## src/rtl/core/nca_pkg.sv

```systemverilog
// nca_pkg: types, command codes and constant tables for the nibble calculator alu
// no dependencies; used by every module under rtl/core
package nca_pkg;

	// command codes
	localparam logic [3:0] CMD_ADD   = 4'd0;
	localparam logic [3:0] CMD_SUB   = 4'd1;
	localparam logic [3:0] CMD_MUL   = 4'd2;
	localparam logic [3:0] CMD_DIV   = 4'd3;
	localparam logic [3:0] CMD_AND   = 4'd4;
	localparam logic [3:0] CMD_OR    = 4'd5;
	localparam logic [3:0] CMD_XOR   = 4'd6;
	localparam logic [3:0] CMD_NAND  = 4'd7;
	localparam logic [3:0] CMD_NOR   = 4'd8;
	localparam logic [3:0] CMD_XNOR  = 4'd9;
	localparam logic [3:0] CMD_ROL1  = 4'd10;
	localparam logic [3:0] CMD_SWAP  = 4'd11;
	localparam logic [3:0] CMD_POW   = 4'd12;
	localparam logic [3:0] CMD_ROOT  = 4'd13;
	localparam logic [3:0] CMD_ROLB  = 4'd14;

	localparam logic [3:0]  NIB_MASK = 4'h0F;
	localparam logic [15:0] SAT_MAX  = 16'hFFFF;

	// request and response payloads
	typedef struct packed {
		logic [3:0] operand_a;
		logic [3:0] operand_b;
		logic [3:0] command;
	} in_t;

	typedef struct packed {
		logic [15:0] result_value;
		logic        is_negative;
		logic        has_error;
	} out_t;

	// result carried down the pipe, plus what the power chain still needs
	typedef struct packed {
		logic [15:0] result_value;
		logic        is_negative;
		logic        has_error;
		logic        is_pow;
		logic [3:0]  expo;
	} side_t;

	// stage 1 output: finished result for all but power, first power step
	typedef struct packed {
		side_t      side;
		logic [7:0] sq;
		logic [3:0] acc;
	} front_t;

	// stage load enables for the power chain
	typedef struct packed {
		logic s2;
		logic s3;
		logic s4;
	} power_en_t;

	// saturating power term: over set once the value passed 16 bits
	typedef struct packed {
		logic        over;
		logic [15:0] val;
	} pow_t;

	typedef logic [255:0][11:0] root_tab_t;

	function automatic pow_t pow_mul(pow_t x, pow_t y);
		logic [31:0] prod;
		pow_t        res;
		prod     = 32'(x.val) * 32'(y.val);
		res.over = x.over | y.over | (|prod[31:16]);
		res.val  = prod[15:0];
		return res;
	endfunction

	// restoring divide, 4 quotient bits
	function automatic logic [3:0] nib_div(logic [3:0] num, logic [3:0] den);
		logic [4:0] rem;
		logic [3:0] quo;
		rem = '0;
		quo = '0;
		for (int i = 3; i >= 0; i--) begin
			rem = {rem[3:0], num[i]};
			if (rem >= {1'b0, den}) begin
				rem    = rem - {1'b0, den};
				quo[i] = 1'b1;
			end
		end
		return quo;
	endfunction

	// largest r with r^b <= a * 2^(8b), i.e. a^(1/b) in q4.8 truncated
	function automatic root_tab_t build_root_tab();
		root_tab_t    tab;
		logic [191:0] lhs;
		logic [191:0] rhs;
		logic [11:0]  r;
		logic [11:0]  cand;
		tab = '0;
		for (int a = 0; a < 16; a++) begin
			for (int b = 1; b < 16; b++) begin
				r   = '0;
				rhs = 192'(a) << (8 * b);
				for (int k = 11; k >= 0; k--) begin
					cand = r | (12'd1 << k);
					lhs  = 192'd1;
					for (int i = 0; i < b; i++) begin
						lhs = lhs * 192'(cand);
					end
					if (lhs <= rhs) begin
						r = cand;
					end
				end
				tab[8'(a * 16 + b)] = r;
			end
		end
		return tab;
	endfunction

	localparam root_tab_t ROOT_TAB = build_root_tab();

endpackage

```

## src/rtl/core/nca_front.sv

```systemverilog
// nca_front: first pipeline stage, decodes the command and computes every
// result except power; starts the power chain. depends on nca_pkg
module nca_front (
	input  logic            clk,
	input  logic            load,
	input  nca_pkg::in_t    req,
	output nca_pkg::front_t front
);

	nca_pkg::front_t nxt;
	nca_pkg::front_t front_s1;
	logic [7:0]      byte_ab;
	logic [15:0]     rot_word;
	logic [3:0]      a;
	logic [3:0]      b;

	assign a        = req.operand_a;
	assign b        = req.operand_b;
	assign byte_ab  = {a, b};
	// rotate of {0000,a} by b mod 8 taken from the doubled byte
	assign rot_word = {4'b0, a, 4'b0, a} << b[2:0];

	always_comb begin
		nxt                   = '0;
		nxt.side.expo         = b;
		nxt.sq                = {4'b0, a} * {4'b0, a};
		nxt.acc               = b[0] ? a : 4'd1;
		case (req.command)
			nca_pkg::CMD_ADD: nxt.side.result_value = 16'(a) + 16'(b);
			nca_pkg::CMD_SUB: begin
				if (b > a) begin
					nxt.side.result_value = 16'(b - a);
					nxt.side.is_negative  = 1'b1;
				end else begin
					nxt.side.result_value = 16'(a - b);
				end
			end
			nca_pkg::CMD_MUL: nxt.side.result_value = 16'({4'b0, a} * {4'b0, b});
			nca_pkg::CMD_DIV: begin
				if (b == 4'd0 || a < b) begin
					nxt.side.has_error = 1'b1;
				end else begin
					nxt.side.result_value = 16'(nca_pkg::nib_div(a, b));
				end
			end
			nca_pkg::CMD_AND:  nxt.side.result_value = 16'(a & b);
			nca_pkg::CMD_OR:   nxt.side.result_value = 16'(a | b);
			nca_pkg::CMD_XOR:  nxt.side.result_value = 16'(a ^ b);
			nca_pkg::CMD_NAND: nxt.side.result_value = 16'(~(a & b) & nca_pkg::NIB_MASK);
			nca_pkg::CMD_NOR:  nxt.side.result_value = 16'(~(a | b) & nca_pkg::NIB_MASK);
			nca_pkg::CMD_XNOR: nxt.side.result_value = 16'(~(a ^ b) & nca_pkg::NIB_MASK);
			nca_pkg::CMD_ROL1: nxt.side.result_value = 16'({byte_ab[6:0], byte_ab[7]});
			nca_pkg::CMD_SWAP: nxt.side.result_value = 16'({b, a});
			nca_pkg::CMD_POW:  nxt.side.is_pow = 1'b1;
			nca_pkg::CMD_ROOT: begin
				if (b == 4'd0) begin
					nxt.side.has_error = 1'b1;
				end else begin
					nxt.side.result_value = 16'(nca_pkg::ROOT_TAB[byte_ab]);
				end
			end
			nca_pkg::CMD_ROLB: nxt.side.result_value = 16'(rot_word[15:8]);
			default:           nxt.side.has_error = 1'b1;
		endcase
	end

	always_ff @(posedge clk) begin
		if (load) begin
			front_s1 <= nxt;
		end
	end

	assign front = front_s1;

endmodule

```

## src/rtl/core/nca_power.sv

```systemverilog
// nca_power: stages 2 to 4, square-and-multiply chain for a^b with 16-bit
// saturation, and the final result select. depends on nca_pkg
module nca_power (
	input  logic                clk,
	input  nca_pkg::power_en_t  en,
	input  nca_pkg::front_t     front,
	output nca_pkg::out_t       rsp
);

	nca_pkg::side_t side_s2;
	nca_pkg::side_t side_s3;
	logic [15:0]    x_s2;      // a^4
	logic [11:0]    acc_s2;    // a^(b mod 4)
	nca_pkg::pow_t  x_s3;      // a^8, saturating
	nca_pkg::pow_t  acc_s3;    // a^(b mod 8), saturating
	nca_pkg::out_t  rsp_s4;

	nca_pkg::pow_t  x3_nxt;
	nca_pkg::pow_t  acc3_nxt;
	nca_pkg::pow_t  acc4;
	nca_pkg::out_t  rsp_nxt;

	// stage 2
	always_ff @(posedge clk) begin
		if (en.s2) begin
			side_s2 <= front.side;
			x_s2    <= {8'b0, front.sq} * {8'b0, front.sq};
			acc_s2  <= front.side.expo[1] ? ({8'b0, front.acc} * {4'b0, front.sq})
			                              : {8'b0, front.acc};
		end
	end

	// stage 3
	always_comb begin
		x3_nxt   = nca_pkg::pow_mul('{over: 1'b0, val: x_s2}, '{over: 1'b0, val: x_s2});
		acc3_nxt = '{over: 1'b0, val: 16'(acc_s2)};
		if (side_s2.expo[2]) begin
			acc3_nxt = nca_pkg::pow_mul(acc3_nxt, '{over: 1'b0, val: x_s2});
		end
	end

	always_ff @(posedge clk) begin
		if (en.s3) begin
			side_s3 <= side_s2;
			x_s3    <= x3_nxt;
			acc_s3  <= acc3_nxt;
		end
	end

	// stage 4: last multiply and result select into the output register
	always_comb begin
		acc4 = side_s3.expo[3] ? nca_pkg::pow_mul(acc_s3, x_s3) : acc_s3;
		rsp_nxt.result_value = side_s3.result_value;
		rsp_nxt.is_negative  = side_s3.is_negative;
		rsp_nxt.has_error    = side_s3.has_error;
		if (side_s3.is_pow) begin
			rsp_nxt.result_value = acc4.over ? nca_pkg::SAT_MAX : acc4.val;
			rsp_nxt.has_error    = acc4.over;
		end
	end

	always_ff @(posedge clk) begin
		if (en.s4) begin
			rsp_s4 <= rsp_nxt;
		end
	end

	assign rsp = rsp_s4;

endmodule

```

## src/rtl/core/nibble_calculator_alu.sv

```systemverilog
// nibble_calculator_alu: top level, pipeline valid bits and stall chain
// depends on nca_pkg, nca_front, nca_power
//
// usage
//   request channel: req carries operand_a, operand_b and command; a transfer
//   happens at a rising edge with req_valid high and req_stall low.
//   response channel: rsp carries result_value, is_negative and has_error;
//   a transfer happens with rsp_valid high and rsp_stall low.
//   exactly one response per request, in request order.
// pipeline and throughput
//   a request passes through stages 1 to 4 and rsp_valid is valid_s4: stage 1
//   finishes every command but power, stages 2 and 3 square and multiply
//   for power, stage 4 does the last multiply and the result select.
//   one request per cycle is taken while the response side keeps up.
// reset
//   arst_n clears all valid bits at once; the pipe comes out empty and
//   ready. payload registers are not reset.
// stall
//   each stage holds while it is full and the stage after it holds; a bubble
//   is filled even under stall. req_stall rises only when all four stages
//   are full and rsp_stall is high. the response held in the output
//   register does not change while stalled.
module nibble_calculator_alu (
	input  logic          clk,
	input  logic          arst_n,
	input  logic          req_valid,
	output logic          req_stall,
	input  nca_pkg::in_t  req,
	output logic          rsp_valid,
	input  logic          rsp_stall,
	output nca_pkg::out_t rsp
);

	logic               valid_s1;
	logic               valid_s2;
	logic               valid_s3;
	logic               valid_s4;
	logic               en_s1;
	logic               en_s2;
	logic               en_s3;
	logic               en_s4;
	nca_pkg::front_t    front;
	nca_pkg::power_en_t pwr_en;

	// a stage loads when it is empty or its contents move on
	assign en_s4 = !valid_s4 || !rsp_stall;
	assign en_s3 = !valid_s3 || en_s4;
	assign en_s2 = !valid_s2 || en_s3;
	assign en_s1 = !valid_s1 || en_s2;

	assign req_stall = !en_s1;
	assign rsp_valid = valid_s4;

	assign pwr_en.s2 = en_s2;
	assign pwr_en.s3 = en_s3;
	assign pwr_en.s4 = en_s4;

	// valid bits travel with the data
	always_ff @(posedge clk or negedge arst_n) begin
		if (!arst_n) begin
			valid_s1 <= 1'b0;
			valid_s2 <= 1'b0;
			valid_s3 <= 1'b0;
			valid_s4 <= 1'b0;
		end else begin
			if (en_s1) valid_s1 <= req_valid;
			if (en_s2) valid_s2 <= valid_s1;
			if (en_s3) valid_s3 <= valid_s2;
			if (en_s4) valid_s4 <= valid_s3;
		end
	end

	// decode and all non-power commands
	nca_front u_front (
		.clk   (clk),
		.load  (en_s1),
		.req   (req),
		.front (front)
	);

	// power chain and output register
	nca_power u_power (
		.clk   (clk),
		.en    (pwr_en),
		.front (front),
		.rsp   (rsp)
	);

`ifndef SYNTHESIS
	// a taken request lands in stage 1
	assert property (@(posedge clk) disable iff (!arst_n)
		(req_valid && !req_stall) |=> valid_s1)
	else $error("accepted request did not enter stage 1");

	// back-pressure only when the whole pipe is full and the output is held
	assert property (@(posedge clk) disable iff (!arst_n)
		req_stall |-> (valid_s1 && valid_s2 && valid_s3 && valid_s4 && rsp_stall))
	else $error("request stalled with room in the pipe");

	// only subtract sets the negative flag, and it never errors
	assert property (@(posedge clk) disable iff (!arst_n)
		(rsp_valid && rsp.is_negative) |-> !rsp.has_error)
	else $error("negative flag together with error");

	// an error result is either zero or the power saturation value
	assert property (@(posedge clk) disable iff (!arst_n)
		(rsp_valid && rsp.has_error) |->
			(rsp.result_value == 16'd0 || rsp.result_value == nca_pkg::SAT_MAX))
	else $error("error result with unexpected value");
`endif

endmodule
```

## config.mk

```make
export PLATFORM = sky130hd
export DESIGN_NAME = nibble_calculator_alu
export DESIGN_NICKNAME = d
export VERILOG_FILES = /design/src/rtl/core/nca_pkg.sv /design/src/rtl/core/nca_front.sv /design/src/rtl/core/nca_power.sv /design/src/rtl/core/nibble_calculator_alu.sv
export SDC_FILE = /design/constraint.sdc
export NUM_CORES = 2
export LEC_CHECK = 0
export ABC_AREA = 1
export BUFFER_PORTS_ARGS = -buffer_cell sky130_fd_sc_hd__buf_2
export CAP_MARGIN = 20
export CORE_MARGIN = 3
export CORE_UTILIZATION = 41
export DETAILED_ROUTE_END_ITERATION = 10
export PLACE_DENSITY = 0.6
export SETUP_SLACK_MARGIN = 0.5
export SKIP_CTS_REPAIR_TIMING = 1
export SLEW_MARGIN = 10
export SYNTH_ARGS = -nofsm -noshare
export SYNTH_HDL_FRONTEND = slang
export SYNTH_SLANG_ARGS = --single-unit
```

## constraint.sdc

```tcl
create_clock -name clk -period 17.2 [get_ports clk]
set_clock_uncertainty 0.1 [all_clocks]
set_input_delay 3.44 -clock clk [delete_from_list [all_inputs] [get_ports clk]]
set_output_delay 3.44 -clock clk [all_outputs]
set_load 0.01 [all_outputs]
```

Word level (Yosys, flattened, before mapping)
Memory sizes are Yosys's and may differ from the RTL's.
Cells that the tools add are included.
{"block": "word_totals", "register_bits": 165, "latchBits": 0, "mem_bits_rw": 0, "rom_bits": 3072, "input_bits": 16, "out_inout_bits": 20, "wordCells": 122, "memories": 1}
{"block": "classes", "n_addsub": 6, "multipliers": 7, "n_div": 0, "order_cmp": 7, "n_eq_ne": 14, "shift": 1, "mux": 29, "bitwise": 8, "reduce_logical": 17}
{"name": "(no name shown)", "words": 256, "width": 12, "read_ports": 1, "rd_clocked_by_memory_dff": 0, "write_ports": 0, "line": "nca_front.sv:59", "rtl": "nxt.side.result_value = 16'(nca_pkg::ROOT_TAB[byte_ab]);"}
{"cell": "$pmux W16 S14", "count": 1}
{"cell": "$mul A16 B16 Y32", "count": 2}
{"cell": "$mux W16", "count": 3}
{"cell": "$mux W4", "count": 11}
{"cell": "$mux W12", "count": 3}
{"cell": "$reduce_or A16 Y1", "count": 2}
{"cell": "$eq A4 B4 Y1 const B", "count": 7}
{"cell": "$mul A12 B16 Y28", "count": 1}
{"cell": "$mux W17", "count": 1}
{"cell": "$eq A4 B3 Y1 const B", "count": 4}
{"cell": "$mul A4 B4 Y8", "count": 2}
{"cell": "$mul A8 B8 Y16", "count": 1}
{"cell": "$shl A12 B3 Y16", "count": 1}
{"cell": "$ge A5 B4 Y1", "count": 3}
{"cell": "$reduce_or A13 Y1", "count": 1}
{"cell": "$mul A4 B8 Y12", "count": 1}
{"cell": "$not A4 Y4", "count": 3}
{"cell": "$reduce_or A12 Y1", "count": 1}
{"cell": "$sub A4 B4 Y5", "count": 2}
{"cell": "$lt A8 B9 Y1 const B", "count": 1}
{"cell": "$mux W1", "count": 9}
{"cell": "$eq A4 B2 Y1 const B", "count": 2}
{"cell": "$logic_not A4 Y1", "count": 2}
{"cell": "$sub A4 B4 Y4", "count": 2}
{"cell": "other kinds (13)", "count": 23}

Depth between registers and ports, before layout
{"block": "logic_depth", "word_depth": 16, "depth_mapped": 34, "mapped_depth_nobuf": 33}

Hierarchy
From an unflattened synthesis, not the netlist that was laid out.
{"block": "hier_totals", "hier_cells": 4546, "area_unflattened_um2": 34528.1}
{"mod": "nca_power", "instances": 1, "cells_per_inst": 3849, "area_each_um2": 29784.8, "seq_area_each_um2": 3573.4}
{"mod": "nca_front", "instances": 1, "cells_per_inst": 680, "area_each_um2": 4575.6, "seq_area_each_um2": 900.9}
{"mod": "nibble_calculator_alu", "instances": 1, "cells_per_inst": 17, "area_each_um2": 167.7, "seq_area_each_um2": 100.1}

Least setup slack after synthesis
No wires, ideal clock.
{"block": "synth_path", "path_kind": "in2out", "from": "input rsp_stall", "to": "output req_stall", "arrival_ns": 6.220, "t_required_ns": 13.660, "setup_slack_ns": 7.440, "cell_stages": 6, "path_buffers": 0, "cell_sequence": "nand2_1 -> nor2_1 -> inv_1 -> nor2_1 -> inv_1 -> nor2_1"}
{"block": "synth_via", "elab_chain_len": 6}
{"element": "start, declared", "line": "nibble_calculator_alu.sv:30", "rtl": "input logic rsp_stall,"}
{"element": "$logic_not A1 Y1", "line": "nibble_calculator_alu.sv:46", "rtl": "assign en_s4 = !valid_s4 || !rsp_stall;"}
{"element": "$logic_or A1 B1 Y1", "line": "nibble_calculator_alu.sv:46"}
{"element": "$logic_or A1 B1 Y1", "line": "nibble_calculator_alu.sv:47", "rtl": "assign en_s3 = !valid_s3 || en_s4;"}
{"element": "net en_s3", "line": "nibble_calculator_alu.sv:40", "rtl": "logic en_s3;"}
{"element": "$logic_or A1 B1 Y1", "line": "nibble_calculator_alu.sv:48", "rtl": "assign en_s2 = !valid_s2 || en_s3;"}
{"element": "net en_s2", "line": "nibble_calculator_alu.sv:39", "rtl": "logic en_s2;"}
{"element": "$logic_or A1 B1 Y1", "line": "nibble_calculator_alu.sv:49", "rtl": "assign en_s1 = !valid_s1 || en_s2;"}
{"element": "$logic_not A1 Y1", "line": "nibble_calculator_alu.sv:51", "rtl": "assign req_stall = !en_s1;"}
{"element": "end, declared", "line": "nibble_calculator_alu.sv:27", "rtl": "output logic req_stall,"}
The timed path passes the listed nets, and every way through them passes these cells.

Worst setup path after layout
{"block": "layout_path", "from": "input rsp_stall", "to": "output req_stall"}
{"block": "layout_via", "elab_chain_len": 6}
{"element": "$logic_not A1 Y1", "line": "nibble_calculator_alu.sv:46"}
{"element": "$logic_or A1 B1 Y1", "line": "nibble_calculator_alu.sv:46"}
{"element": "net en_s4", "line": "nibble_calculator_alu.sv:41", "rtl": "logic en_s4;"}
{"element": "$logic_or A1 B1 Y1", "line": "nibble_calculator_alu.sv:47"}
{"element": "net en_s3", "line": "nibble_calculator_alu.sv:40"}
{"element": "$logic_or A1 B1 Y1", "line": "nibble_calculator_alu.sv:48"}
{"element": "net en_s2", "line": "nibble_calculator_alu.sv:39"}
{"element": "$logic_or A1 B1 Y1", "line": "nibble_calculator_alu.sv:49"}
{"element": "$logic_not A1 Y1", "line": "nibble_calculator_alu.sv:51"}
The timed path passes the listed nets, and every way through them passes these cells.

==> impl_metrics.py <==
metrics = {
    "die": {
        "fp.dieW_um": 292,
        "boundaryPins": 36,
        "coreArea_um2": 80800,
        "initial_core_util_pct": 41.6,
        "die_y_um": 292,
        "row_count": 104,
        "die-area_um2": 85400,
    },
    "sta": {
        "relSlewSlack_pct": 31.0,
        "post-route-period-util_pct": 54.0,
        "rsz0062_at_grt": "false",
        "period_needed_ns": 9.29,
        "fin_tns_setup_ns": 0,
        "worstMarginPinSlew_ns": 1.03,
        "setup-violations-final": 0,
        "drv_slew": 0,
        "max_freq_ghz": 0.108,
        "hold_violations": 0,
    },
    "logic_synthesis": {
        "ys_async_sr_fraction_pct": 2.78,
        "netlist.area_leader.share_pct": 29.6,
        "ys_seq_elements": 144,
        "yosys_warnings": 0,
        "syn_area_um2": 33600,
        "yosys-top-cells-area": "fa_1, ha_1, inv_1",
        "yosys.area_share.xor_xnor_pct": 2.17,
        "synth-seq-area-share_pct": 12.8,
        "ys.flop_type": "edfxtp_1",
        "synth_edf_count": 140,
        "synth_top_area_cell": "fa_1",
        "synth-compound-area-share_pct": 6.44,
        "netlist-cell-type-count": 53,
        "synth_top_family_by_area": "adder cells",
        "muxShareOfSynthArea_pct": 0,
        "synth_fa_ha_area_share_pct": 44.7,
        "syn_inst": 4414,
        "syn_avg_cell_area_um2": 7.61,
        "synthSimpleGateAreaFrac_pct": 17.8,
    },
    "worst_setup_path": {
        "cp_max_fo": 51,
        "crit_end": "req_stall",
        "path_class": "in -> out",
        "crit_family": "buffers and inverters",
        "cp-start-kind": "input pin",
        "crit_top_cell": "nor2_1",
        "reg2reg_to": "u_power.rsp[16]",
        "cpMaxStageDelayCell": "nand2_1",
        "end_kind": "output port",
        "rr_worst_depth": 26,
        "path_depth": 10,
        "cp-startpoint": "rsp_stall",
        "path_cells": "buf_2, nand2_1, nor2_1, inv_2, buf_4, nor2_1, inv_2, buf_4, nor2_1, buf_2",
        "path_buf_inv": 6,
        "crit_required_ns": 13.66,
        "worst_r2r_startpoint": "u_power.acc_s3[6]",
        "slowest_delay_ns": 0.56,
        "cp.arrival_ns": 5.75,
        "r2r_slack_ns": 10.30,
    },
    "clocking": {
        "cts_buffers": 17,
        "cts.sinks": 144,
        "htree_levels": 4,
        "cts-root-buf": "clkbuf_16",
        "clk_latency_ns": 0.42,
        "cts_buffer_depth": 2,
        "clk_pin_slew_worst_paths_ns": 0.07,
        "cts_tree": "built",
    },
    "outcome": {
        "status": "finished, final reports clean",
    },
    "global_routing": {
        "grt_max_degree": 52,
        "grt.overflow.total": 0,
        "grt_pass1_vias": 27200,
        "grt_pass1_wl_um": 138000,
        "grt_usage_pct": 19.7,
        "antenna_found_initial": 0,
    },
    "placed_design": {
        "dp_hpwl_um": 62900,
        "port_buffers": 35,
        "gp_congestion": 0.914,
    },
    "detailed_routing": {
        "drt_first_pass_iters": 6,
        "antenna_left": 0,
        "drt_iter0_drc": 1884,
        "totalWireLength_um": 80600,
        "num_vias": 26300,
        "avgViaCountPerCell": 4.85,
        "drc_errors": 0,
        "wl_per_cell_um": 14.9,
    },
    "final_layout": {
        "nNetsFinal": 5268,
        "fillers": 8231,
        "antenna_cells": 0,
        "syn2layout_area_growth_pct": 5.19,
        "drive_gt1_share_pct": 3.42,
    },
    "min_path": {
        "worst_hold_path.num_cells": 0,
        "hold_class": "reg -> reg",
        "hp-start": "u_power.side_s2[13]",
    },
    "job": {
        "drv_cap": 0,
    },
}
how the worst min path moves through the flow:
stage	endpoint
3_5_place_dp	u_power.rsp_nxt[1]
5_1_grt	u_power.side_s2[5]
4_1_cts	u_power.side_s3[15]
6_report	u_power.side_s3[13]
3_3_place_gp	u_power.side_s2[6]
2_1_floorplan	u_power.rsp[1]
area by class of cell:
cell class              count  area [µm²]  share of cell area, %
clock inverters            12         151                  0.429
inverters                1269        4770                   13.5
flip-flops and latches    144        4300                   12.2
multi-input cells        2855       23900                   67.8
well taps                1060        1330                   3.75
repair buffers             63         385                   1.09
clock buffers              20         447                   1.26
cells in the mapped netlist, drive strengths merged (5+ instances only):
library cell / number
nand3: 107
o21bai: 9
buf: 7
clkbuf: 158
o21a: 7
o221ai: 5
and2: 7
or2: 21
a21oi: 147
a21o: 8
nand2: 1103
inv: 1265
edfxtp: 140
a31oi: 11
o22ai: 17
o211ai: 16
xnor2: 31
xor2: 52
nor4: 7
fa: 496
a21boi: 8
o2111ai: 8
nor2: 183
nor3: 15
ha: 406
a211oi: 11
nand4: 26
o21ai: 116
stage by stage:
| step | cells | cell area, µm² | hold slack [ns] | utilization, % | worst slack (ns) |
|---|---|---|---|---|---|
| floorplan | 4433 | 33600 | 0.300 | - | 7.44 |
| global placement | 5391 | 34700 | 0.303 | 43.0 | 7.84 |
| detailed placement | 5391 | 34700 | 0.305 | 43.0 | 7.83 |
| CTS | 5423 | 35300 | 0.318 | 43.7 | 7.82 |
| global route | 5423 | 35300 | 0.326 | 43.7 | 7.53 |
| finish | 5423 | 35300 | 0.316 | 43.7 | 7.91 |
placed cells by master (no fill, tap or decap), types with 35 or more instances in the layout:
| cell | n |
|---|---|
| nor2_1 | 172 |
| fa_1 | 496 |
| nand2_1 | 1092 |
| o21ai_0 | 115 |
| ha_1 | 406 |
| inv_1 | 1260 |
| buf_2 | 35 |
| nand3_1 | 103 |
| edfxtp_1 | 140 |
| a21oi_1 | 145 |
| xor2_1 | 52 |
state kept, by name (all words and copies together), names as in the netlist, 12 cells and up:
name,cells
u_power.rsp,18
u_power.x_s3,16
u_power.side_s3,15
u_power.acc_s2,12
u_power.side_s2,17
u_power.x_s2,15
u_power.acc_s3,17
u_front.front,29
layer usage:
metal,wire length (µm),vias up,track usage [%]
met5,0,-,0
li1,-,12900,-
met3,3520,90,1.19
met1,37200,12700,27.6
met2,38500,593,33.9
met4,1430,0,3.81
kinds of logic after synthesis:
kind of cell,Yosys count
and+or+nand+nor,1474
buffers and inverters,1434
adders and majority gates,902
AOI/OAI and AO/OA,375
DFF,144
xor gates and xnor gates,83
other,2
Power is left out: the tool's default activity adds up to more than one toggle a clock period on the data nets, which glitch-free logic cannot reach.
